`src/hw/rtl/kle_pkg.sv`:
```
`timescale 1ns / 1ps
// ----------------------------------------------------------------------------
// kle_pkg
// Shared constants, codes and types of the keystroke line editor.
// ----------------------------------------------------------------------------
package kle_pkg;

   localparam int LINE_DEPTH = 32;
   localparam int ADDR_W     = $clog2(LINE_DEPTH);
   localparam int KEY_W      = 8;
   localparam int POS_W      = 6;
   localparam int COL_W      = 9;
   localparam int STAT_W     = 3;
   localparam int CSR_IDX_W  = 2;
   localparam int ALU_W      = 9;

   localparam logic [KEY_W-1:0] KEY_ENTER  = 8'd13;
   localparam logic [KEY_W-1:0] KEY_ESCAPE = 8'd27;
   localparam logic [KEY_W-1:0] KEY_LEFT   = 8'd75;
   localparam logic [KEY_W-1:0] KEY_RIGHT  = 8'd77;
   localparam logic [KEY_W-1:0] KEY_HOME   = 8'd71;
   localparam logic [KEY_W-1:0] KEY_END    = 8'd79;
   localparam logic [KEY_W-1:0] KEY_DOT    = 8'd46;
   localparam logic [KEY_W-1:0] KEY_SPACE  = 8'd32;

   localparam logic [CSR_IDX_W-1:0] CSR_RANGE_LOW    = 2'd0;
   localparam logic [CSR_IDX_W-1:0] CSR_RANGE_HIGH   = 2'd1;
   localparam logic [CSR_IDX_W-1:0] CSR_START_COLUMN = 2'd2;

   localparam logic [KEY_W-1:0] RANGE_LOW_RESET    = 8'd48;
   localparam logic [KEY_W-1:0] RANGE_HIGH_RESET   = 8'd57;
   localparam logic [KEY_W-1:0] START_COLUMN_RESET = 8'd0;

   typedef enum logic [STAT_W-1:0] {
      ST_ACCEPTED  = 3'd0,
      ST_MOVED     = 3'd1,
      ST_IGNORED   = 3'd2,
      ST_LINE_CHAR = 3'd3,
      ST_LINE_END  = 3'd4,
      ST_ABORTED   = 3'd5,
      ST_FULL      = 3'd6
   } status_type;

   typedef struct packed {
      logic [KEY_W-1:0] range_low;
      logic [KEY_W-1:0] range_high;
      logic [KEY_W-1:0] start_column;
   } csr_type;

   typedef struct packed {
      logic [ALU_W-1:0] a;
      logic [ALU_W-1:0] b;
      logic             sub;
   } alu_req_type;

   typedef struct packed {
      logic [ALU_W-1:0] sum;
      logic             carry;
   } alu_rsp_type;

   typedef struct packed {
      logic              en;
      logic [ADDR_W-1:0] addr;
      logic [KEY_W-1:0]  data;
   } ram_wr_type;

   typedef struct packed {
      logic              load;
      status_type        status;
      logic [KEY_W-1:0]  char_out;
      logic [POS_W-1:0]  cursor_index;
      logic [COL_W-1:0]  cursor_column;
      logic              is_last;
   } push_type;

endpackage

```
`src/hw/rtl/kle_alu.sv`:
```
`timescale 1ns / 1ps
// ----------------------------------------------------------------------------
// kle_alu
// Shared add and subtract unit used for range compares, cursor steps,
// column sums and the read index of the line buffer.
// ----------------------------------------------------------------------------
module kle_alu (
   input  kle_pkg::alu_req_type alu_req,
   output kle_pkg::alu_rsp_type alu_rsp
);
   import kle_pkg::*;

   logic [ALU_W-1:0] operand_b;
   logic [ALU_W:0]   total;

   assign operand_b = alu_req.sub ? ~alu_req.b : alu_req.b;
   assign total     = {1'b0, alu_req.a} + {1'b0, operand_b} + {{ALU_W{1'b0}}, alu_req.sub};

   // For a subtraction the carry is set when no borrow occurs, that is a >= b.
   assign alu_rsp.sum   = total[ALU_W-1:0];
   assign alu_rsp.carry = total[ALU_W];

endmodule

```
`src/hw/rtl/kle_line_ram.sv`:
```
`timescale 1ns / 1ps
// ----------------------------------------------------------------------------
// kle_line_ram
// Line buffer: one write port and one registered read port.
// ----------------------------------------------------------------------------
module kle_line_ram (
   input  logic                        clock,
   input  kle_pkg::ram_wr_type         ram_wr,
   input  logic                        rd_en,
   input  logic [kle_pkg::ADDR_W-1:0]  rd_addr,
   output logic [kle_pkg::KEY_W-1:0]   rd_data
);
   import kle_pkg::*;

   logic [KEY_W-1:0] mem_ff [LINE_DEPTH];
   logic [KEY_W-1:0] rd_data_ff;

   always_ff @(posedge clock) begin
      if (ram_wr.en) begin
         mem_ff[ram_wr.addr] <= ram_wr.data;
      end
      if (rd_en) begin
         rd_data_ff <= mem_ff[rd_addr];
      end
   end

   assign rd_data = rd_data_ff;

endmodule

```
`src/hw/rtl/kle_sequencer.sv`:
```
`timescale 1ns / 1ps
// ----------------------------------------------------------------------------
// kle_sequencer
// Steps one key through range checks, cursor update and column sum on the
// shared unit, then streams the stored line on enter.
// ----------------------------------------------------------------------------
module kle_sequencer (
   input  logic                        clock,
   input  logic                        reset,
   input  logic                        req_valid,
   input  logic [kle_pkg::KEY_W-1:0]   req_key_code,
   output logic                        req_ready,
   input  kle_pkg::csr_type            csr,
   output kle_pkg::alu_req_type        alu_req,
   input  kle_pkg::alu_rsp_type        alu_rsp,
   output kle_pkg::ram_wr_type         ram_wr,
   output logic                        ram_rd_en,
   output logic [kle_pkg::ADDR_W-1:0]  ram_rd_addr,
   input  logic [kle_pkg::KEY_W-1:0]   ram_rd_data,
   input  logic                        rsp_free,
   output kle_pkg::push_type           push
);
   import kle_pkg::*;

   typedef enum logic [7:0] {
      S_IDLE      = 8'b0000_0001,
      S_CMP_LO    = 8'b0000_0010,
      S_CMP_HI    = 8'b0000_0100,
      S_STEP      = 8'b0000_1000,
      S_COLUMN    = 8'b0001_0000,
      S_READ      = 8'b0010_0000,
      S_PUSH_CHAR = 8'b0100_0000,
      S_PUSH_LAST = 8'b1000_0000
   } state_type;

   state_type        state_ff, state_in;
   logic [KEY_W-1:0] key_ff, key_in;
   logic             ge_lo_ff, ge_lo_in;
   logic             accept_ff, accept_in;
   logic [POS_W-1:0] cursor_ff, cursor_in;
   logic [POS_W-1:0] length_ff, length_in;
   logic [POS_W-1:0] emit_len_ff, emit_len_in;
   logic [POS_W-1:0] idx_ff, idx_in;
   logic [COL_W-1:0] column_ff, column_in;
   status_type       status_ff, status_in;
   logic [KEY_W-1:0] char_ff, char_in;
   logic             is_enter;
   logic             is_escape;
   logic             is_left;
   logic             is_right;
   logic             is_home;
   logic             is_end;

   assign is_enter  = (key_ff == KEY_ENTER);
   assign is_escape = (key_ff == KEY_ESCAPE);
   assign is_left   = (key_ff == KEY_LEFT);
   assign is_right  = (key_ff == KEY_RIGHT);
   assign is_home   = (key_ff == KEY_HOME);
   assign is_end    = (key_ff == KEY_END);

   assign req_ready   = (state_ff == S_IDLE);
   assign ram_rd_en   = (state_ff == S_READ);
   assign ram_rd_addr = idx_ff[ADDR_W-1:0];

   always_comb begin
      alu_req = '0;
      case (state_ff)
         S_CMP_LO: begin
            alu_req.a   = {1'b0, key_ff};
            alu_req.b   = {1'b0, csr.range_low};
            alu_req.sub = 1'b1;
         end
         S_CMP_HI: begin
            alu_req.a   = {1'b0, csr.range_high};
            alu_req.b   = {1'b0, key_ff};
            alu_req.sub = 1'b1;
         end
         S_STEP: begin
            alu_req.a   = {{(ALU_W-POS_W){1'b0}}, cursor_ff};
            alu_req.b   = ALU_W'(1);
            alu_req.sub = is_left;
         end
         S_COLUMN: begin
            alu_req.a = {1'b0, csr.start_column};
            alu_req.b = {{(ALU_W-POS_W){1'b0}}, cursor_ff};
         end
         S_PUSH_CHAR: begin
            alu_req.a = {{(ALU_W-POS_W){1'b0}}, idx_ff};
            alu_req.b = ALU_W'(1);
         end
         default: begin
            alu_req = '0;
         end
      endcase
   end

   always_comb begin
      state_in    = state_ff;
      key_in      = key_ff;
      ge_lo_in    = ge_lo_ff;
      accept_in   = accept_ff;
      cursor_in   = cursor_ff;
      length_in   = length_ff;
      emit_len_in = emit_len_ff;
      idx_in      = idx_ff;
      column_in   = column_ff;
      status_in   = status_ff;
      char_in     = char_ff;
      ram_wr.en   = 1'b0;
      ram_wr.addr = cursor_ff[ADDR_W-1:0];
      ram_wr.data = key_ff;
      push.load          = 1'b0;
      push.status        = status_ff;
      push.char_out      = char_ff;
      push.cursor_index  = cursor_ff;
      push.cursor_column = column_ff;
      push.is_last       = 1'b1;

      case (state_ff)
         S_IDLE: begin
            if (req_valid) begin
               key_in   = req_key_code;
               state_in = S_CMP_LO;
            end
         end
         S_CMP_LO: begin
            ge_lo_in = alu_rsp.carry;
            state_in = S_CMP_HI;
         end
         S_CMP_HI: begin
            accept_in = (ge_lo_ff && alu_rsp.carry) || (key_ff == KEY_DOT)
                        || (key_ff == KEY_SPACE);
            state_in  = S_STEP;
         end
         S_STEP: begin
            char_in  = '0;
            state_in = S_COLUMN;
            if (is_enter) begin
               status_in   = ST_LINE_END;
               emit_len_in = length_ff;
               cursor_in   = '0;
               length_in   = '0;
            end else if (is_escape) begin
               status_in = ST_ABORTED;
               cursor_in = '0;
               length_in = '0;
            end else if (is_left) begin
               status_in = ST_MOVED;
               if (cursor_ff != '0) begin
                  cursor_in = alu_rsp.sum[POS_W-1:0];
               end
            end else if (is_right) begin
               status_in = ST_MOVED;
               if (cursor_ff != length_ff) begin
                  cursor_in = alu_rsp.sum[POS_W-1:0];
               end
            end else if (is_home) begin
               status_in = ST_MOVED;
               cursor_in = '0;
            end else if (is_end) begin
               status_in = ST_MOVED;
               cursor_in = length_ff;
            end else if (!accept_ff) begin
               status_in = ST_IGNORED;
            end else if (cursor_ff == POS_W'(LINE_DEPTH)) begin
               status_in = ST_FULL;
            end else begin
               status_in = ST_ACCEPTED;
               char_in   = key_ff;
               ram_wr.en = 1'b1;
               cursor_in = alu_rsp.sum[POS_W-1:0];
               if (cursor_ff == length_ff) begin
                  length_in = alu_rsp.sum[POS_W-1:0];
               end
            end
         end
         S_COLUMN: begin
            column_in = alu_rsp.sum[COL_W-1:0];
            idx_in    = '0;
            if (is_enter && (emit_len_ff != '0)) begin
               state_in = S_READ;
            end else begin
               state_in = S_PUSH_LAST;
            end
         end
         S_READ: begin
            state_in = S_PUSH_CHAR;
         end
         S_PUSH_CHAR: begin
            push.status   = ST_LINE_CHAR;
            push.char_out = ram_rd_data;
            push.is_last  = 1'b0;
            if (rsp_free) begin
               push.load = 1'b1;
               idx_in    = alu_rsp.sum[POS_W-1:0];
               if (alu_rsp.sum[POS_W-1:0] == emit_len_ff) begin
                  state_in = S_PUSH_LAST;
               end else begin
                  state_in = S_READ;
               end
            end
         end
         S_PUSH_LAST: begin
            if (rsp_free) begin
               push.load = 1'b1;
               state_in  = S_IDLE;
            end
         end
         default: begin
            state_in = S_IDLE;
         end
      endcase
   end

   always_ff @(posedge clock) begin
      if (reset) begin
         state_ff  <= S_IDLE;
         cursor_ff <= '0;
         length_ff <= '0;
      end else begin
         state_ff  <= state_in;
         cursor_ff <= cursor_in;
         length_ff <= length_in;
      end
   end

   always_ff @(posedge clock) begin
      key_ff      <= key_in;
      ge_lo_ff    <= ge_lo_in;
      accept_ff   <= accept_in;
      emit_len_ff <= emit_len_in;
      idx_ff      <= idx_in;
      column_ff   <= column_in;
      status_ff   <= status_in;
      char_ff     <= char_in;
   end

endmodule

```
`src/hw/rtl/keystroke_line_editor.sv`:
```
`timescale 1ns / 1ps
// ----------------------------------------------------------------------------
// keystroke_line_editor
// Line editor with cursor, driven by one key code per item.
//
// Channel   Direction  Handshake             Payload
// req_      in         req_valid/req_ready   key code
// rsp_      out        rsp_valid/rsp_ready   status, character, cursor, column, last
// csr_      in         csr_wr_en             register index and data
//
// An ordinary key passes the low and high range compares, the cursor step and the
// column sum before its result is pushed, and the editor takes no new key until that push.
// Enter adds one line buffer read and one push for each stored character.
// This order comes from the sequencer stepping each key through the shared adder.
// Reset is synchronous and clears cursor, line length, sequencer and result valid, and loads the register defaults.
// A stalled result holds the sequencer at its push step; no item is lost.
// ----------------------------------------------------------------------------
module keystroke_line_editor (
   input  logic                           clock,
   input  logic                           reset,
   input  logic                           req_valid,
   output logic                           req_ready,
   input  logic [kle_pkg::KEY_W-1:0]      req_key_code,
   output logic                           rsp_valid,
   input  logic                           rsp_ready,
   output logic [kle_pkg::STAT_W-1:0]     rsp_status,
   output logic [kle_pkg::KEY_W-1:0]      rsp_char_out,
   output logic [kle_pkg::POS_W-1:0]      rsp_cursor_index,
   output logic [kle_pkg::COL_W-1:0]      rsp_cursor_column,
   output logic                           rsp_is_last,
   input  logic                           csr_wr_en,
   input  logic [kle_pkg::CSR_IDX_W-1:0]  csr_index,
   input  logic [kle_pkg::KEY_W-1:0]      csr_wdata
);
   import kle_pkg::*;

   csr_type          csr_ff, csr_in;
   alu_req_type      alu_req;
   alu_rsp_type      alu_rsp;
   ram_wr_type       ram_wr;
   logic             ram_rd_en;
   logic [ADDR_W-1:0] ram_rd_addr;
   logic [KEY_W-1:0] ram_rd_data;
   push_type         push;
   logic             rsp_free;

   logic             rsp_valid_ff, rsp_valid_in;
   status_type       rsp_status_ff;
   logic [KEY_W-1:0] rsp_char_ff;
   logic [POS_W-1:0] rsp_cursor_ff;
   logic [COL_W-1:0] rsp_column_ff;
   logic             rsp_last_ff;

   always_comb begin
      csr_in = csr_ff;
      if (csr_wr_en) begin
         case (csr_index)
            CSR_RANGE_LOW:    csr_in.range_low    = csr_wdata;
            CSR_RANGE_HIGH:   csr_in.range_high   = csr_wdata;
            CSR_START_COLUMN: csr_in.start_column = csr_wdata;
            default:          csr_in = csr_ff;
         endcase
      end
   end

   always_ff @(posedge clock) begin
      if (reset) begin
         csr_ff.range_low    <= RANGE_LOW_RESET;
         csr_ff.range_high   <= RANGE_HIGH_RESET;
         csr_ff.start_column <= START_COLUMN_RESET;
      end else begin
         csr_ff <= csr_in;
      end
   end

   kle_alu u_alu (
      .alu_req (alu_req),
      .alu_rsp (alu_rsp)
   );

   kle_line_ram u_line_ram (
      .clock   (clock),
      .ram_wr  (ram_wr),
      .rd_en   (ram_rd_en),
      .rd_addr (ram_rd_addr),
      .rd_data (ram_rd_data)
   );

   kle_sequencer u_sequencer (
      .clock        (clock),
      .reset        (reset),
      .req_valid    (req_valid),
      .req_key_code (req_key_code),
      .req_ready    (req_ready),
      .csr          (csr_ff),
      .alu_req      (alu_req),
      .alu_rsp      (alu_rsp),
      .ram_wr       (ram_wr),
      .ram_rd_en    (ram_rd_en),
      .ram_rd_addr  (ram_rd_addr),
      .ram_rd_data  (ram_rd_data),
      .rsp_free     (rsp_free),
      .push         (push)
   );

   assign rsp_free     = !rsp_valid_ff || rsp_ready;
   assign rsp_valid_in = push.load || (rsp_valid_ff && !rsp_ready);

   always_ff @(posedge clock) begin
      if (reset) begin
         rsp_valid_ff <= 1'b0;
      end else begin
         rsp_valid_ff <= rsp_valid_in;
      end
   end

   always_ff @(posedge clock) begin
      if (push.load) begin
         rsp_status_ff <= push.status;
         rsp_char_ff   <= push.char_out;
         rsp_cursor_ff <= push.cursor_index;
         rsp_column_ff <= push.cursor_column;
         rsp_last_ff   <= push.is_last;
      end
   end

   assign rsp_valid         = rsp_valid_ff;
   assign rsp_status        = rsp_status_ff;
   assign rsp_char_out      = rsp_char_ff;
   assign rsp_cursor_index  = rsp_cursor_ff;
   assign rsp_cursor_column = rsp_column_ff;
   assign rsp_is_last       = rsp_last_ff;

endmodule

```
`config.mk`:
```
export PLATFORM = sky130hd
export DESIGN_NAME = keystroke_line_editor
export DESIGN_NICKNAME = d
export VERILOG_FILES = /design/src/hw/rtl/kle_pkg.sv /design/src/hw/rtl/kle_alu.sv /design/src/hw/rtl/kle_line_ram.sv /design/src/hw/rtl/kle_sequencer.sv /design/src/hw/rtl/keystroke_line_editor.sv
export SDC_FILE = /design/constraint.sdc
export NUM_CORES = 1
export LEC_CHECK = 0
export ABC_AREA = 1
export BUFFER_PORTS_ARGS = -buffer_cell sky130_fd_sc_hd__buf_2
export CAP_MARGIN = 20
export CORE_ASPECT_RATIO = 1.1
export CORE_UTILIZATION = 56
export CTS_CLUSTER_SIZE = 25
export DETAILED_ROUTE_END_ITERATION = 6
export PLACE_DENSITY = 0.86
export SLEW_MARGIN = 20
export SYNTH_ARGS = -nofsm -noshare
export SYNTH_HDL_FRONTEND = slang
export SYNTH_SLANG_ARGS = --single-unit
export TNS_END_PERCENT = 50
```
`constraint.sdc`:
```
create_clock -name clock -period 3.6 [get_ports clock]
set_clock_uncertainty 0.05 [all_clocks]
set_input_delay 0.72 -clock clock [delete_from_list [all_inputs] [get_ports clock]]
set_output_delay 0.72 -clock clock [all_outputs]
set_load 0.05 [all_outputs]
```
-- Word level (Yosys, flattened, before mapping)
Memories as Yosys holds them, arrays and structs flattened. A register that Yosys moved wholly into a read port is not among the register bits.
Cells that the tools add are included.
- latch bits: 0
- memory bits (read-only): 0
- word-level logic and storage cells: 142
- output and inout bits: 29
- memories: 1
- RAM bits: 256
- bits of input ports: 23
- register bits: 114
- bitwise gates (word level): 2
- multipliers: 0
- multiplexer cells: 52
- equality and inequality tests: 33
- order comparisons: 0
- shift operators: 0
- div/mod/pow operators: 0
- reductions and logical operators: 30
- $add $sub $neg: 2
- memories (memory ; words ; width ; read ports ; clocked after Yosys merged registers in ; wr ports ; line ; text):
    u_line_ram.mem_ff ; 32 ; 8 ; 1 ; 1 ; 1 ; kle_line_ram.sv:15 ; logic [KEY_W-1:0] mem_ff [LINE_DEPTH];
- operators by type and width (operator ; number):
    2-to-1 mux 6 bit ; 20
    case mux 17 bit (5 select lines) ; 1
    case mux 8 bit (8 select lines) ; 1
    2-to-1 mux 8 bit ; 6
    == test 8 x 7 -> 1 bit (second input constant) ; 5
    == test 8 x 6 -> 1 bit (second input constant) ; 3
    2-to-1 mux 3 bit ; 6
    == test 8 x 4 -> 1 bit (second input constant) ; 2
    == test 8 x 5 -> 1 bit (second input constant) ; 2
    2-to-1 mux 1 bit ; 15
    != test 3 x 1 -> 1 bit (second input constant) ; 5
    == test 6 bit ; 2
    case mux 6 bit (2 select lines) ; 1
    AND reduction 2 bit ; 6
    nonzero test 6 bit ; 2
    adder 10 x 1 -> 10 bit ; 1
    adder 9 x 9 -> 10 bit ; 1
    2-to-1 mux 9 bit ; 1
    inverter 9 bit ; 1
    == test 8 x 1 -> 1 bit (second input constant) ; 1
    == test 8 x 2 -> 1 bit (second input constant) ; 1
    == test 8 x 3 -> 1 bit (second input constant) ; 1
    == test 8 bit (second input constant) ; 1
    AND reduction 8 bit ; 1
    other kinds (22) ; 33

-- Depth between registers and ports, before layout
Gate-level depths: netlist of run 1.
- depth after elaboration: 15
- mapped depth: 27
- depth with buffers taken out: 26

-- Cells and area by module
Synthesis of run 1 repeated with hierarchy kept, for this count alone.
- cells, all modules: 1646
- area total of the unflattened synthesis: 16871.2 µm²
- modules (own cells, without submodules) (module ; sequential area each (µm²) ; times used ; area an instance (µm²) ; cells each):
    kle_line_ram ; 7927.6 ; 1 ; 10866.7 ; 922
    kle_sequencer ; 1661.6 ; 1 ; 3525.9 ; 454
    keystroke_line_editor ; 1311.3 ; 1 ; 1904.3 ; 178
    kle_alu ; 0.0 ; 1 ; 574.3 ; 92

-- Least setup slack after synthesis of run 1
No wires, ideal clock.
- path type: flip-flop to flip-flop
- start point: register u_sequencer.key_ff[5]
- end point: register u_sequencer.state_ff[5]
- period minus slack after synthesis: 3.370 ns
- setup slack: 0.230 ns
- buffers on the path: 0
- cell stages (with the launch flop): 26
- arrival: 3.192 ns
- library setup time: 0.128 ns
- data required time: 3.422 ns
- cells stage by stage: edfxtp_1 > inv_2 > nand2_2 > nor2_4 > nand2_2 > nor2_8 > nor2_8 > inv_1 > nand2_1 > o21ai_0 > fa_1 > nand3_1 > nand2_1 > or2_2 > nand2_1 > nand2_1 > a21oi_1 > nand2_1 > nor2_1 > nand2_1 > nor2_2 > nand2_1 > nand2_1 > o21ai_1 > nand2_1 > nor2_1
- cells in the longest elaborated chain, start to end: 9
- elaborated cells on any way between the ends: 14
- those cells by class: 2 x add/sub; 3 x eq/ne; 7 x mux; 1 x bitwise; 1 x reduce/logical
- RTL lines (what ; line ; text):
    from (decl) ; kle_sequencer.sv:37 ; logic [KEY_W-1:0] key_ff, key_in;
    from (signal assigned) ; kle_sequencer.sv:228 ; key_ff <= key_in;
    == test 8 x 7 -> 1 bit or case mux 17 bit (5 select lines) (tied branches) ; kle_sequencer.sv:56, kle_sequencer.sv:67 ;
    case mux 1 bit (2 select lines) or inverter 9 bit (tied branches) ; kle_sequencer.sv:67, kle_alu.sv:16 ;
    2-to-1 mux 9 bit ; kle_alu.sv:16 ; assign operand_b = alu_req.sub ? ~alu_req.b : alu_req.b;
    adder 9 x 9 -> 10 bit ; kle_alu.sv:17 ; assign total = {1'b0, alu_req.a} + {1'b0, operand_b} + {{ALU_W{1'b0}}, alu_req.sub};
    adder 10 x 1 -> 10 bit ; kle_alu.sv:17 ;
    == test 6 bit ; kle_sequencer.sv:196 ; if (alu_rsp.sum[POS_W-1:0] == emit_len_ff) begin
    2-to-1 mux 8 bit ; kle_sequencer.sv:196 ;
    2-to-1 mux 8 bit ; kle_sequencer.sv:193 ; if (rsp_free) begin
    case mux 8 bit (8 select lines) * ; kle_sequencer.sv:119 ; case (state_ff)
    to (signal assigned) ; kle_sequencer.sv:221 ; state_ff <= state_in;
    to (decl) ; kle_sequencer.sv:36 ; state_type state_ff, state_in;
Every way passes the cells marked *; elsewhere a longest branch is shown, timed or not. The select of a mux whose other input is x is not followed.
A chain may end at the register's enable or synchronous reset.

==> impl_metrics.env, run 1 <==
export IMPL_portBuffers=51
export IMPL_max_vdd_ir_drop_mv=0.4159
export IMPL_synthFlopType="edfxtp_1"
export IMPL_start_kind="flop"
export IMPL_synth_top_area_share_pct=63.11
export IMPL_cts_tree="built"
export IMPL_via_count=11530
export IMPL_synth_area_leaders="edfxtp_1, nor2_1, dfxtp_1"
export IMPL_layout_cells_non_filler=1855
export IMPL_gr_total_overflow=0
export IMPL_end_kind="flop"
export IMPL_cts_root_buf="clkbuf_16"
export IMPL_grt_first_pass_wirelength_um=62360
export IMPL_hpwl_um=25600
export IMPL_combPwrFrac_pct=3.2
export IMPL_timing_final_crit_share_pct=94.30
export IMPL_min_period_ps=3395
export IMPL_synthTopCellsByCount="edfxtp_1, nor2_1, o21ai_0"
export IMPL_die_area_mm2=0.02897
export IMPL_cp_max_fo=8
export IMPL_routed_wl_um=40960
export IMPL_power_frac_clock_pct=41.4
export IMPL_drive_gt1_share_pct=18.04
export IMPL_critPathKind="flop to flop"
export IMPL_vias_per_cell=6.213
export IMPL_fmax_mhz=294.6
export IMPL_power_switching_mw=1.816
export IMPL_internal_power_mw=6.879
export IMPL_crit_arrival_ps=3640
export IMPL_post_route_util_pct=65.20
export IMPL_fp_dieW_um=162.4
export IMPL_grt_pass1_vias=11080
export IMPL_async_flop_share_pct=0
export IMPL_synth_top_area_cell="edfxtp_1"
export IMPL_seq_area_frac_synth_pct=68.80
export IMPL_finalHoldViolCount=0
export IMPL_switching_share_pct=20.89
export IMPL_drt_wirelength_per_cell_um=22.08
export IMPL_yosys_warnings=0
export IMPL_ant_nets=0
export IMPL_pwr_density_cell_mw_per_mm2=479.9
export IMPL_total_power_mw=8.695
export IMPL_nets=1496
export IMPL_ys_types=49
export IMPL_cts_buffers_inserted=37
export IMPL_dr_pass1_iters=6
export IMPL_slew_viol_final=0
export IMPL_cap_violations=0
export IMPL_clockBufferDepth=3
export IMPL_syn_to_final_growth_pct=14.35
export IMPL_synth_fp_nets=1390
export IMPL_outcome="finished, final reports clean"
export IMPL_cts_sinks=378
export IMPL_seqPwrFrac_pct=55.4
export IMPL_grt_max_degree=77
export IMPL_syn_avg_cell_area_um2=11.66
export IMPL_slew_headroom_pct=41.18
export IMPL_clk_pin_slew_ps=70
export IMPL_numPlacedInstances=1770
export IMPL_synthCells=1359
export IMPL_synth_seq_cells=378
export IMPL_std_cell_rows=64
export IMPL_fp_coreArea_mm2=0.02779
export IMPL_worstMarginPinSlew_ps=873.0
export IMPL_syn_cell_area_mm2=0.01584
export IMPL_io_pins=52
export IMPL_leakage_nw=6.502
export IMPL_grt_usage_pct=28.77
export IMPL_clock_latency_ps=540
export IMPL_drcViolationCount=0
export IMPL_required_ps=3850
export IMPL_setup_violations=0
export IMPL_fin_setup_tns_ps=0
export IMPL_synth_edff_count=333
export IMPL_hold_slack_ps=319.6
export IMPL_routabilityCongestion=0.9583
export IMPL_drt_iter0_markers=1503
export IMPL_ctsHoldBuffers=0
export IMPL_dieHeight_um=178.4
export IMPL_start_util_pct=57.02
export IMPL_r2r_setup_slack_ps=210
export IMPL_cts_max_level=2
export IMPL_hold_path_class="input port to flop"
export IMPL_yosysMostFrequentCell="edfxtp_1"
export IMPL_antenna_found_initial=0
==> logic make-up (layout without fill, tap and decap cells) <==
family	count (synthesis)	after routing	share of synthesized area [%]
AND/OR/NAND/NOR	501	501	14.52
other	0	1	0
flip-flops	378	378	68.80
XOR/XNOR	8	8	0.4423
buffers and inverters	150	282	3.633
AO/OA/AOI/OAI	314	314	11.92
adder cells (fa/ha/maj)	8	8	0.6791
==> cell usage in the layout (no fill, tap or decap), types with 8 or more instances in the layout <==
cell,instances
nand2_4,10
o22ai_1,29
buf_4,83
dfxtp_1,44
nand2_2,14
nor3_1,11
inv_2,15
edfxtp_1,333
nor2_1,257
o221ai_1,46
buf_2,51
a31oi_1,9
clkinv_1,8
inv_1,63
nand2_1,113
clkbuf_1,11
o21ai_0,170
clkbuf_16,37
a21oi_1,28
nor2_2,9
nand3_1,54
==> worst paths after layout <==
path,start,endpoint,cells after the start
worst max-delay path,u_sequencer.state_ff[7]$_SDFFE_PP0P_,u_sequencer.accept_ff$_DFFE_PN_,21
worst min-delay path,req_key_code[0],u_sequencer.key_ff[0]$_DFFE_PP_,1
worst max register to register,u_sequencer.state_ff[7]$_SDFFE_PP0P_,u_sequencer.accept_ff$_DFFE_PN_,21
worst min register to register,u_sequencer.column_ff[6]$_DFFE_PN_,rsp_cursor_column[6]$_DFFE_PP_,0
==> registers in the layout, summed over array words and instances, names as in the netlist, 3 cells and up <==
register and flops:
u_line_ram.rd_data 8, csr_ff 24, rsp_status 3, u_sequencer.key_ff 8
u_line_ram.mem_ff 256, u_sequencer.emit_len_ff 6, u_sequencer.length_ff 6, u_sequencer.cursor_ff 6
u_sequencer.status_ff 3, rsp_cursor_index 6, u_sequencer.column_ff 9, u_sequencer.state_ff 8
rsp_char_out 8, u_sequencer.idx_ff 6, rsp_cursor_column 9, u_sequencer.char_ff 8
==> cell type report <==
type,instances,area (µm²)
inverters,83,322.8
fillers,1925,9669
repair buffers,134,878.3
clock buffers,49,980.9
diodes,1,2.502
flip-flops and latches,378,10900
multi-input cells,831,4447
clock inverters,16,130.1
well taps,363,454.2
==> critical path, cell delays in order, from the launching register on <==
cell and delay, ps:
dfxtp_1 320, inv_2 90, nand2_4 90, nor2_8 250, nand2_4 120, clkinvlp_4 150
buf_4 140, buf_4 120, nand2_1 60, a32o_1 290, ha_4 260, buf_4 130
nand2_1 80, nor2_1 60, a211oi_2 250, nand2_2 110, nand3_1 80, nand2_1 70
a21oi_1 200, nor2_1 90, nand2_1 70, o41ai_1 60
==> through the flow <==
stage               worst slack (ps)  cell area, µm²
global route                  -18.37           18110
floorplan                      230.4           15840
finish                         205.3           18120
CTS                            68.65           17890
detailed placement             69.10           16780
global placement               210.8           16780
==> repair_timing <==
item,4_1_cts,5_1_grt
resized for setup,0,21
setup endpoints to repair,0,5
setup buffers,0,19
endpoints found under the hold margin,0,0
==> power by group through the flow <==
stage / logic (mW) / clock network (mW) / registers [mW]
2_1_floorplan: 0.121 / 0 / 4.94
3_3_place_gp: 0.248 / 0 / 4.91
3_5_place_dp: 0.255 / 0 / 4.91
4_1_cts: 0.256 / 3.63 / 4.82
5_1_grt: 0.302 / 3.78 / 4.82
6_report: 0.281 / 3.60 / 4.82
==> layer usage <==
metal | GRT usage, % | wire (µm) | share of wire, % | up-vias
li1 | - | - | - | 5116
met1 | 37.31 | 15000 | 37 | 5535
met2 | 48.27 | 20310 | 50 | 750
met3 | 4.046 | 3969 | 9.7 | 125
met4 | 12.89 | 1683 | 4.1 | 0
met5 | 0 | 0 | 0 | -
No activity file was read; power rests on OpenSTA's default activity.
==> run 2, diff against run 1 <==
- CELL_PAD_IN_SITES_DETAIL_PLACEMENT: not set -> 1
- CELL_PAD_IN_SITES_GLOBAL_PLACEMENT: not set -> 1
- CORE_UTILIZATION: 56 -> 46
- TNS_END_PERCENT: 50 -> not set
==> run 2 against run 1 <==
Non-clock buffer count grew 13. Sequential share of layout area shrank 1.0 points. Combinational power grew 12%. Sequential cell count is the same. Clock power grew 8.9%. Die area grew 21%. Sequential power is essentially flat. Critical path type unchanged.
==> impl_metrics.env, run 2 (synthesis results as in run 1) <==
export IMPL_drive_gt1_share_pct=19.79
export IMPL_die_area_mm2=0.03519
export IMPL_mostFrequentLayoutCells="edfxtp_1, nor2_1, o21ai_0, nand2_1, buf_4"
export IMPL_dr_pass1_iters=5
export IMPL_startpoint="u_sequencer.key_ff[3]$_DFFE_PP_"
export IMPL_fp_coreArea_mm2=0.03354
export IMPL_leakage_nw=6.644
export IMPL_min_period_ps=3344
export IMPL_max_vdd_ir_drop_mv=0.3177
export IMPL_critical_path_slowest_cell="buf_4"
export IMPL_largest_register="u_line_ram.mem_ff"
export IMPL_cts_tree="built"
export IMPL_via_count=11730
export IMPL_cts_buffers_inserted=39
export IMPL_clk_pin_slew_ps=60
export IMPL_fp_dieW_um=179.0
export IMPL_pwr_density_cell_mw_per_mm2=491.4
export IMPL_cts_max_level=2
export IMPL_cap_violations=0
export IMPL_clockBufferDepth=3
export IMPL_r2r_start="u_sequencer.key_ff[3]$_DFFE_PP_"
export IMPL_filler_cell_count=3470
export IMPL_clock_latency_ps=560
export IMPL_fin_setup_tns_ps=0
export IMPL_preCtsSetupSlack_ps=101.2
export IMPL_routabilityCongestion=0.9345
export IMPL_endpoint="u_line_ram.mem_ff[28][7]$_DFFE_PP_"
export IMPL_finalHoldViolCount=0
export IMPL_drt_iter0_markers=1158
export IMPL_outcome="finished, final reports clean"
export IMPL_start_util_pct=47.23
export IMPL_critPathKind="flop to flop"
export IMPL_nets=1511
export IMPL_r2r_setup_slack_ps=260
export IMPL_cp_max_fo=36
export IMPL_setup_violations=0
export IMPL_multi_input_area_mm2=0.004449
export IMPL_layout_commonest_cell="edfxtp_1"
export IMPL_post_route_util_pct=54.93
export IMPL_ctsHoldBuffers=0
export IMPL_reg2reg_to="u_line_ram.mem_ff[28][7]$_DFFE_PP_"
export IMPL_grt_first_pass_wirelength_um=74550
export IMPL_post_route_worst_setup_slack_ps=256.4
export IMPL_syn_to_final_growth_pct=16.30
export IMPL_total_power_mw=9.055
export IMPL_grt_max_degree=87
export IMPL_io_pins=52
export IMPL_end_kind="flop"
export IMPL_start_kind="flop"
export IMPL_largest_reg_flops=256
export IMPL_internal_power_mw=7.106
export IMPL_antenna_found_initial=0
export IMPL_hpwl_um=32060
export IMPL_power_frac_clock_pct=43.3
export IMPL_regArea_mm2=0.01090
export IMPL_combPwrFrac_pct=3.5
export IMPL_grt_usage_pct=28.78
export IMPL_fmax_mhz=299.1
export IMPL_drt_wirelength_per_cell_um=25.79
export IMPL_worstMarginPinSlew_ps=1077
export IMPL_dpl_instance_area_mm2=0.01697
export IMPL_portBuffers=51
export IMPL_std_cell_rows=70
export IMPL_switching_share_pct=21.52
export IMPL_crit_arrival_ps=3540
export IMPL_timing_final_crit_share_pct=92.88
export IMPL_slew_viol_final=0
export IMPL_reg_largest_list="u_line_ram.mem_ff x256, csr_ff x24"
export IMPL_gr_total_overflow=0
export IMPL_crit_path_cell_trace="buf_4 -> inv_1 -> nand4_1 -> nand2_4 -> nor2_2 -> nand2_2 -> inv_2 -> nand3_2 -> nor2_4 -> nand3_1 -> buf_4 -> nor2_1 -> buf_4"
export IMPL_ant_nets=0
export IMPL_critPathMostFrequentCell="buf_4"
export IMPL_slew_headroom_pct=27.45
export IMPL_required_ps=3800
export IMPL_antenna_cells=0
export IMPL_r2r_cells=13
export IMPL_drcViolationCount=0
export IMPL_cts_sinks=378
export IMPL_grt_pass1_vias=12490
export IMPL_hold_path_class="input port to flop"
export IMPL_seqPwrFrac_pct=53.2
export IMPL_design_area_mm2=0.01843
export IMPL_power_switching_mw=1.949
export IMPL_vias_per_cell=6.035
export IMPL_routed_wl_um=50110
export IMPL_slowest_delay_ps=420
export IMPL_cts_root_buf="clkbuf_16"
export IMPL_dieHeight_um=196.6
==> run 2: timing repair <==
item | CTS | global route
hold endpoints to repair | 0 | 0
resized for setup | 0 | 29
setup buffers | 0 | 19
setup endpoints to repair | 0 | 5
==> run 2: stage by stage <==
step,cells,hold slack [ps]
2_1_floorplan,1359,350.3
3_3_place_gp,1852,351.8
3_5_place_dp,1852,358.4
4_1_cts,1924,293.8
5_1_grt,1943,306.3
6_report,1943,307.6
==> run 2: area by class of cell <==
cell class	instances	area share, %
clock inverter	25	0.9778
clock buffer	47	5.690
multi-input combinational	831	24.15
sequential	378	59.18
inverter	83	1.759
timing repair buffer	147	5.317
tap	432	2.933
==> run 2: worst min-delay path by stage <==
stage	start	endpoint	slack, ps	cells past startpoint
floorplan	u_sequencer.column_ff[0]$_DFFE_PN_	rsp_cursor_column[0]$_DFFE_PP_	350	0
global placement	u_sequencer.column_ff[3]$_DFFE_PN_	rsp_cursor_column[3]$_DFFE_PP_	350	0
detailed placement	u_sequencer.column_ff[2]$_DFFE_PN_	rsp_cursor_column[2]$_DFFE_PP_	360	0
CTS	req_key_code[2]	u_sequencer.key_ff[2]$_DFFE_PP_	290	1
global route	req_key_code[2]	u_sequencer.key_ff[2]$_DFFE_PP_	310	1
finish	req_key_code[2]	u_sequencer.key_ff[2]$_DFFE_PP_	310	1
==> run 2: layer usage <==
metal  global-route usage, %  up-vias  part of all wire [%]  routed length (µm)
met2                   49.91      561                    51               25560
met4                   14.31        0                   4.8                2422
li1                        -     5135                     -                   -
met5                       0        -                     0                   0
met1                   33.81     5877                    37               18390
met3                   5.556      153                   7.5                3737
==> run 2: worst max-delay path: cells and delay by family, from the launching register on <==
| kind | cells | cell delay, ps |
|---|---|---|
| simple gates | 8 | 1440 |
| buf+inv | 5 | 1210 |
| flops | 1 | 340 |
==> run 2: power groups by stage <==
stage | logic [mW] | registers, mW | clock network (mW)
final | 0.314 | 4.82 | 3.92
after global routing | 0.333 | 4.82 | 4.10
after detailed placement | 0.284 | 4.91 | 0
after floorplan | 0.121 | 4.94 | 0
after CTS | 0.285 | 4.82 | 3.96
after global placement | 0.263 | 4.91 | 0
==> run 3, diff against run 2 <==
- BUFFER_PORTS_ARGS: -buffer_cell sky130_fd_sc_hd__buf_2 -> -buffer_cell sky130_fd_sc_hd__buf_4
==> run 3 against run 2 <==
Total power up 0.80%. Sequential share of layout area down 0.29 points. Count of clock-buffer cells in the layout up 5. Combinational power about the same. First-iteration DRC count down 12%. Final cell count down 0.67%. Sequential power about the same. Non-clock buffer count down 12. Sequential cell count unchanged. Largest cell class unchanged. Largest power group unchanged.
==> impl_metrics.env, run 3 (synthesis results as in run 1) <==
export IMPL_outcome="finished, final reports clean"
export IMPL_std_cell_rows=70
export IMPL_cap_violations=0
export IMPL_startpoint="u_sequencer.state_ff[7]$_SDFFE_PP0P_"
export IMPL_mostFrequentLayoutCells="edfxtp_1, nor2_1, o21ai_0, buf_4, nand2_1"
export IMPL_drt_iter0_markers=1022
export IMPL_start_kind="flop"
export IMPL_syn_to_final_growth_pct=16.87
export IMPL_worstMarginPinSlew_ps=998.9
export IMPL_io_pins=52
export IMPL_max_vdd_ir_drop_mv=0.3752
export IMPL_timing_final_crit_share_pct=95.94
export IMPL_leakage_nw=6.639
export IMPL_start_util_pct=47.23
export IMPL_antenna_cells=0
export IMPL_nets=1499
export IMPL_crit_arrival_ps=3700
export IMPL_critical_path_slowest_cell="a211oi_1"
export IMPL_r2r_cells=20
export IMPL_drt_wirelength_per_cell_um=25.36
export IMPL_via_count=11690
export IMPL_grt_first_pass_wirelength_um=72720
export IMPL_hpwl_um=31060
export IMPL_cts_root_buf="clkbuf_16"
export IMPL_design_area_mm2=0.01852
export IMPL_worstHoldPathCells=1
export IMPL_layout_commonest_cell="edfxtp_1"
export IMPL_hold_path_class="input port to flop"
export IMPL_fp_dieW_um=179.0
export IMPL_fmax_mhz=289.5
export IMPL_hold_end="u_sequencer.key_ff[4]$_DFFE_PP_"
export IMPL_post_route_worst_setup_slack_ps=146.3
export IMPL_dr_pass1_iters=5
export IMPL_cts_max_level=2
export IMPL_filler_cell_count=3492
export IMPL_setup_violations=0
export IMPL_clockBufferDepth=3
export IMPL_grt_usage_pct=28.19
export IMPL_largest_register="u_line_ram.mem_ff"
export IMPL_slew_headroom_pct=32.70
export IMPL_slowest_delay_ps=390
export IMPL_slew_viol_final=0
export IMPL_critPathMostFrequentCell="nand2_1"
export IMPL_pwr_density_cell_mw_per_mm2=492.9
export IMPL_ant_nets=0
export IMPL_end_kind="flop"
export IMPL_crit_path_cell_trace="inv_2 -> nand2_4 -> nor2_8 -> nand2_4 -> clkinv_4 -> buf_6 -> nand2_1 -> o21ai_0 -> o22ai_1 -> ha_2 -> a21oi_1 -> nor2_1 -> a211oi_1 -> nand2_2 -> nand3_1 -> nand2_1 -> a21oi_1 -> nor2_1 -> nand2_1 -> o41ai_1"
export IMPL_grt_util_met3_pct=4.745
export IMPL_drive_gt1_share_pct=18.83
export IMPL_largest_reg_flops=256
export IMPL_finalHoldViolCount=0
export IMPL_rsz0062_at_grt="yes"
export IMPL_r2r_setup_slack_ps=150
export IMPL_routabilityCongestion=0.9037
export IMPL_gr_total_overflow=0
export IMPL_use_met2_pct=49.03
export IMPL_reg2reg_to="u_sequencer.accept_ff$_DFFE_PN_"
export IMPL_min_period_ps=3454
export IMPL_preCtsSetupSlack_ps=13.43
export IMPL_antenna_found_initial=0
export IMPL_cts_buffers_inserted=39
export IMPL_required_ps=3850
export IMPL_worstHoldStart="req_key_code[4]"
export IMPL_reg_largest_list="u_line_ram.mem_ff x256, csr_ff x24"
export IMPL_clk_pin_slew_ps=60
export IMPL_routed_wl_um=48940
export IMPL_multi_input_area_mm2=0.004459
export IMPL_portBuffers=51
export IMPL_grtUsageMet1_pct=33.46
export IMPL_regArea_mm2=0.01090
export IMPL_vias_per_cell=6.059
export IMPL_ctsHoldBuffers=0
export IMPL_clock_latency_ps=560
export IMPL_cts_sinks=378
export IMPL_drcViolationCount=0
export IMPL_dieHeight_um=196.6
export IMPL_critPathKind="flop to flop"
export IMPL_grt_max_degree=74
export IMPL_die_area_mm2=0.03519
export IMPL_cp_top_family="compound AO/OA/AOI/OAI gates"
export IMPL_grt_pass1_vias=12360
export IMPL_fp_coreArea_mm2=0.03354
export IMPL_cp_num_buf_inv=3
export IMPL_cts_tree="built"
export IMPL_busiest_layer="met2"
export IMPL_total_power_mw=9.127
export IMPL_dpl_instance_area_mm2=0.01706
export IMPL_cp_max_fo=8
export IMPL_r2r_start="u_sequencer.state_ff[7]$_SDFFE_PP0P_"
## run 3: repair_timing
item	in CTS	in global routing
pin swaps	0	15
setup endpoints to repair	2	4
gates cloned	0	0
buffers inserted	0	12
resized for setup	1	34
## run 3: final cells by class
cell class	count	area share, %
well taps	432	2.919
clock buffers	52	5.987
multi-input cells	831	24.08
clock inverters	19	0.8176
flip-flops and latches	378	58.88
repair buffers	135	5.561
inverters	83	1.750
## run 3: report_power, final
group          internal (mW)  switching (mW)  total, mW
registers               4.80          0.0176       4.82
logic                 0.0857           0.226      0.312
clock network           2.31            1.68       4.00
## run 3: how the worst max path moves through the flow
stage,depth (start not counted),end,slack [ps]
after floorplan,25,u_sequencer.state_ff[5]$_SDFFE_PP0P_,230
after global placement,24,u_sequencer.state_ff[7]$_SDFFE_PP0P_,180
after detailed placement,24,u_sequencer.state_ff[7]$_SDFFE_PP0P_,10
after CTS,23,u_sequencer.state_ff[7]$_SDFFE_PP0P_,30
after global routing,24,u_sequencer.state_ff[7]$_SDFFE_PP0P_,-30
final,20,u_sequencer.accept_ff$_DFFE_PN_,150
## run 3: per-stage QoR
stage,hold slack (ps),std cells,TNS [ps],utilization (%)
5_1_grt,286.4,1930,-47.60,55.20
2_1_floorplan,350.3,1359,0,-
4_1_cts,280.8,1918,0,54.63
3_5_place_dp,358.9,1847,0,50.85
6_report,295.1,1930,0,55.20
3_3_place_gp,351.5,1847,0,50.85
## run 3: layer usage
layer	wire (µm)	vias up	share of wire [%]
met3	3277	148	6.7
met1	18400	5951	38
met4	2174	0	4.4
li1	-	5118	-
met5	0	-	0
met2	25090	477	51
